$ cat src/gfsg_pkg.sv
// Package for the free-streaming gather block: field widths, item types,
// fixed-point constants and the quarter-wave sine polynomial.
// Used by every module under src except gfsg_ram; depends on nothing.
`default_nettype none

package gfsg_pkg;

  // Field widths of the stream items
  localparam int unsigned CELL_W      = 12;
  localparam int unsigned THETA_IDX_W = 4;
  localparam int unsigned PHI_IDX_W   = 5;
  localparam int unsigned VALUE_W     = 32;
  localparam int unsigned RATIO_W     = 16;
  localparam int unsigned ADDR_W      = 12;
  localparam int unsigned STORE_DEPTH = 4096;

  // Grid axes never exceed 64 cells, so a coordinate fits in six bits
  localparam int unsigned COORD_W = 6;

  // Q1.15 trig values span -1.0 .. +1.0 inclusive
  localparam int unsigned TRIG_W = 17;
  // Product of two trig values, or a cosine scaled by 2^15
  localparam int unsigned PROD_W = 33;
  // Upstream coordinate in Q38 cells; wide enough for 63 cells plus the largest step
  localparam int unsigned FRAC_W = 38;
  localparam int unsigned V_W    = 48;
  localparam int unsigned R_W    = V_W - FRAC_W;

  // Load scaling: round(2^32 / (4*pi)), signed product width
  localparam logic [28:0] NORM_Q32 = 29'd341782638;
  localparam int unsigned LOAD_W   = 62;

  // Short queue between front and back
  localparam int unsigned QUEUE_DEPTH = 4;
  localparam int unsigned QPTR_W      = $clog2(QUEUE_DEPTH);

  // Taylor coefficients of sin(x*pi/2) in Q30
  localparam longint unsigned TC1 = 64'd1686629713;
  localparam longint unsigned TC3 = 64'd693598672;
  localparam longint unsigned TC5 = 64'd85569306;
  localparam longint unsigned TC7 = 64'd5026995;
  localparam longint unsigned TC9 = 64'd172273;

  localparam logic [RATIO_W-1:0] RATIO_RESET = 16'd256;

  typedef enum logic {
    OP_LOAD  = 1'b0,
    OP_QUERY = 1'b1
  } op_e;

  typedef enum logic [1:0] {
    CFG_STEP_X = 2'd0,
    CFG_STEP_Y = 2'd1,
    CFG_STEP_Z = 2'd2
  } cfg_idx_e;

  // Step ratios per axis, unsigned Q8.8 cells
  typedef struct packed {
    logic [RATIO_W-1:0] x;
    logic [RATIO_W-1:0] y;
    logic [RATIO_W-1:0] z;
  } ratio_t;

  // Classified item handed from front to back
  typedef struct packed {
    op_e                 op;
    logic                outside;
    logic [CELL_W-1:0]   cell_idx;
    logic [COORD_W-1:0]  cx;
    logic [COORD_W-1:0]  cy;
    logic [COORD_W-1:0]  cz;
    logic [PROD_W-1:0]   prod_x;
    logic [PROD_W-1:0]   prod_y;
    logic [PROD_W-1:0]   prod_z;
    logic [VALUE_W-1:0]  sample;
  } item_t;

  // Quarter-wave sine magnitude in Q15 for x in Q30, clamped to 1.0
  function automatic int quarter_poly(input longint unsigned x);
    longint unsigned x2;
    longint unsigned acc;
    longint unsigned v;
    x2  = (x * x) >> 30;
    acc = TC7 - ((x2 * TC9) >> 30);
    acc = TC5 - ((x2 * acc) >> 30);
    acc = TC3 - ((x2 * acc) >> 30);
    acc = TC1 - ((x2 * acc) >> 30);
    v   = (x * acc) >> 30;
    v   = (v + 64'd16384) >> 15;
    if (v > 64'd32768) begin
      v = 64'd32768;
    end
    return int'(v);
  endfunction

endpackage

`default_nettype wire

$ cat src/gfsg_queue.sv
// Short FIFO of classified items between the front and the back part.
// Depends on gfsg_pkg for the item type and depth.
`default_nettype none

module gfsg_queue (
  input  wire logic          clk_i,
  input  wire logic          rst_ni,
  input  wire logic          push_i,
  input  wire gfsg_pkg::item_t item_i,
  output logic               full_o,
  input  wire logic          pop_i,
  output gfsg_pkg::item_t    item_o,
  output logic               empty_o
);

  gfsg_pkg::item_t                 slot_q [gfsg_pkg::QUEUE_DEPTH];
  logic [gfsg_pkg::QPTR_W-1:0]     wr_ptr_q, wr_ptr_d;
  logic [gfsg_pkg::QPTR_W-1:0]     rd_ptr_q, rd_ptr_d;
  logic [gfsg_pkg::QPTR_W:0]       count_q, count_d;

  assign full_o  = (count_q == (gfsg_pkg::QPTR_W + 1)'(gfsg_pkg::QUEUE_DEPTH));
  assign empty_o = (count_q == '0);
  assign item_o  = slot_q[rd_ptr_q];

  // Advance pointers and fill count
  always_comb begin
    wr_ptr_d = push_i ? wr_ptr_q + 1'b1 : wr_ptr_q;
    rd_ptr_d = pop_i ? rd_ptr_q + 1'b1 : rd_ptr_q;
    count_d  = count_q;
    if (push_i && !pop_i) begin
      count_d = count_q + 1'b1;
    end else if (!push_i && pop_i) begin
      count_d = count_q - 1'b1;
    end
  end

  always_ff @(posedge clk_i or negedge rst_ni) begin
    if (!rst_ni) begin
      wr_ptr_q <= '0;
      rd_ptr_q <= '0;
      count_q  <= '0;
    end else begin
      wr_ptr_q <= wr_ptr_d;
      rd_ptr_q <= rd_ptr_d;
      count_q  <= count_d;
    end
  end

  // Store the pushed word
  always_ff @(posedge clk_i) begin
    if (push_i) begin
      slot_q[wr_ptr_q] <= item_i;
    end
  end

endmodule

`default_nettype wire

$ cat config.mk
export PLATFORM = sky130hd
export DESIGN_NAME = gfsg_queue
export DESIGN_NICKNAME = d
export VERILOG_FILES = /design/src/gfsg_pkg.sv /design/src/gfsg_queue.sv
export SDC_FILE = /design/constraint.sdc
export NUM_CORES = 1
export LEC_CHECK = 0
export ABC_AREA = 1
export BUFFER_PORTS_ARGS = -buffer_cell sky130_fd_sc_hd__buf_2
export CORE_MARGIN = 2
export CORE_UTILIZATION = 35
export CTS_BUF_LIST = sky130_fd_sc_hd__clkbuf_4 sky130_fd_sc_hd__clkbuf_8 sky130_fd_sc_hd__clkbuf_16
export DETAILED_ROUTE_END_ITERATION = 6
export HOLD_SLACK_MARGIN = 0.1
export PLACE_DENSITY = 0.58
export SYNTH_ARGS = -nofsm -noshare
export SYNTH_HDL_FRONTEND = slang
export SYNTH_SLANG_ARGS = --single-unit
$ cat constraint.sdc
create_clock -name clk_i -period 13.65 [get_ports clk_i]
set_clock_uncertainty 0.15 [all_clocks]
set_input_delay 2.73 -clock clk_i [delete_from_list [all_inputs] [get_ports clk_i]]
set_output_delay 2.73 -clock clk_i [all_outputs]
set_load 0.05 [all_outputs]
==> metrics.cfg <==
[status]
status = complete, no violations

[floorplanning]
start_util_pct = 35.2
coreArea_um2 = 75600
std_cell_rows = 101
die_y_um = 280
pin_count = 332
dieArea_um2 = 78300
die_w_um = 280

[run]
cap_viol_max_count = 0

[power_and_ir_drop]
p_sw_mw = 3.62
p_per_area_nw_per_um2 = 260
combinationalPowerShare_pct = 42.0
p_leak_nw = 12.6
intPower_mw = 4.59
peakVddDrop_mv = 0.203
pwr-share-clk_pct = 24.2
swShare_pct = 44.1
seq_power_share_pct = 33.8

[logic_synthesis]
synth.area.top_cells = edfxtp_1 (74%), nand2_1 (7.1%), o211ai_1 (6.4%)
netlist.top_cell.by_area = edfxtp_1
netlist.area_leader.share_pct = 73.6
synth_cells = 1950
syn_nets = 2123
synth-seq-cells = 659
ys_warn_count = 0
yosysSeqAreaShare_pct = 74.2
syn_avg_cell_area_um2 = 13.6
syn_area_um2 = 26600
yosysUniqueCellTypes = 19

[setup_path]
cpPeakStageDelay_ns = 0.84
crit_path_max_fanout = 236
criticalPathCategory = register to output pin
crit_chain = buf_4 -> buf_12 -> o211ai_1 -> nand2_1 -> buf_2
rrSetupSlack_ns = 10.18
r2r_cells = 6
crit_path_top_delay_cell = buf_4
reg2reg_to = slot_q[1][75]
endpoint_kind = output pin
required_ns = 10.77
crit_arrival_ns = 3.80
cp-start-kind = register
r2r-start = wr_ptr_q[1]

[global_routing]
grt_max_degree = 237
grt-ovfl-total = 0
antenna_found_initial = 15
grt_pass1_wl_um = 87700
grtUsageTotal_pct = 14.5
grt_pass1_vias = 15600

[place]
place_congestion = 0.703
dp_hpwl_um = 32700
port_buffers = 331

[routing]
ant_nets = 0
drt_iter0_markers = 912
vias_per_cell = 4.68
num_vias = 15500
drt_first_pass_iters = 6
drc = 0
routedWlPerCell_um = 17.5
routed_wl_um = 57700

[sta]
slew_headroom_pct = 27.6
fmax_mhz = 150
worst_slew_pin_slew_ns = 1.09
fin_crit_sh_pct = 49.0
final-hold-violation-count = 0
drv_slew = 0
holdWs_ns = 0.348
setup_tns_ns = 0
rsz0062_at_grt = false
setup_violations = 0
min_period_ns = 6.68

[clock_tree]
cts_tree = built
insertion_delay_ns = 0.59
ctsResizeCount = 0
cts_buffer_depth = 3
cts_sinks = 659
htreeDepth = 3
path_clk_slew_ns = 0.06
cts_buffers = 74
postCtsHoldBufs = 0
clockRootBuffer = clkbuf_16
post_cts_buffers = 0

[final_layout]
final_cell_mix = edfxtp_1 (652), nand2_1 (502), inv_1 (333)
fin_util_pct = 41.7
mostFrequentLayoutCell = edfxtp_1
drive_gt1_share_pct = 24.7
area_growth_pct = 18.5
nNetsFinal = 2436

[worst_hold_path]
whs_path_depth = 2
holdPathEnd = count_q[2]
hold_start = count_q[2]
hp-class = register to register

[worst max path at each step]
| stage | from | endpoint | slack, ns | cells past startpoint |
|---|---|---|---|---|
| global route | rd_ptr_q[0] | item_o[57] | 6.73 | 5 |
| finish | rd_ptr_q[0] | item_o[57] | 6.97 | 5 |
| global placement | push_i | slot_q[1][71] | 7.74 | 5 |
| CTS | rd_ptr_q[0] | item_o[57] | 7.02 | 5 |
| floorplan | push_i | slot_q[0][0] | 6.81 | 3 |
| detailed placement | rd_ptr_q[0] | item_o[57] | 7.68 | 5 |
[kinds of logic (layout without fill, tap and decap cells)]
logic type,count (synthesis),count (layout),synth area share [%]
DFF,659,659,74.2
and+or+nand+nor,506,506,7.16
buffers and inverters,448,818,7.11
AOI/OAI and AO/OA,327,327,11.1
adders and majority gates,6,6,0.310
xor gates and xnor gates,4,4,0.132
other,0,4,0
[critical path: cells and delay by family, from the launching register on]
family | cells | cell delay (ns)
flip-flops | 1 | 0.64
buffers and inverters | 3 | 1.84
AO/OA/AOI/OAI | 1 | 0.21
AND/OR/NAND/NOR | 1 | 0.15
[power by group through the flow]
| stage | logic [mW] | registers, mW | clock network (mW) |
|---|---|---|---|
| after floorplan | 2.72 | 2.81 | 0 |
| after global placement | 3.47 | 2.80 | 0 |
| after detailed placement | 3.51 | 2.82 | 0 |
| after CTS | 3.51 | 2.78 | 2.05 |
| after global routing | 3.72 | 2.81 | 2.12 |
| final | 3.45 | 2.78 | 1.99 |
[layer usage]
layer	vias to the layer above	routed length, µm	track usage [%]	share of wire, %
met5	-	189	0	0.33
met4	28	1290	4.68	2.2
met3	111	4590	5.05	8.0
met2	360	28200	24.7	49
met1	7519	23400	17.2	41
li1	7446	-	-	-
[metrics by stage]
stage,instance area (µm²),power [mW],worst slack (ns),std cells
6_report,31500,8.21,6.97,3302
5_1_grt,31500,8.65,6.73,3298
4_1_cts,31500,8.34,7.02,3298
3_5_place_dp,29100,6.33,7.68,3165
3_3_place_gp,29100,6.27,7.74,3165
2_1_floorplan,26600,5.53,6.81,1950
[synth_stat cells]
cell and instances:
o21ai_0 1, buf_1 6, nand3_1 1, buf_2 75, edfxtp_1 652, clkbuf_1 10, fa_1 1, o211ai_1 227
nand4_1 1, nor3_1 2, buf_4 7, buf_6 12, dfrtp_1 7, xnor2_1 1, ha_1 5, xor2_1 3
inv_1 338, o211ai_2 99, nand2_1 502
[registers in the layout (all words and copies together) (netlist names)]
| register | count |
|---|---|
| slot_q | 652 |
| rd_ptr_q | 2 |
| count_q | 3 |
| wr_ptr_q | 2 |
[cell type report]
class | count | area [µm²]
Antenna cell | 4 | 10.0
Clock buffer | 97 | 2100
Clock inverter | 36 | 374
Fill cell | 6905 | 44000
Inverter | 338 | 1300
Multi-Input combinational cell | 843 | 4970
Sequential cell | 659 | 19800
Tap cell | 978 | 1220
Timing Repair Buffer | 347 | 1800
Note: power is estimated with default switching activity, not from simulation.
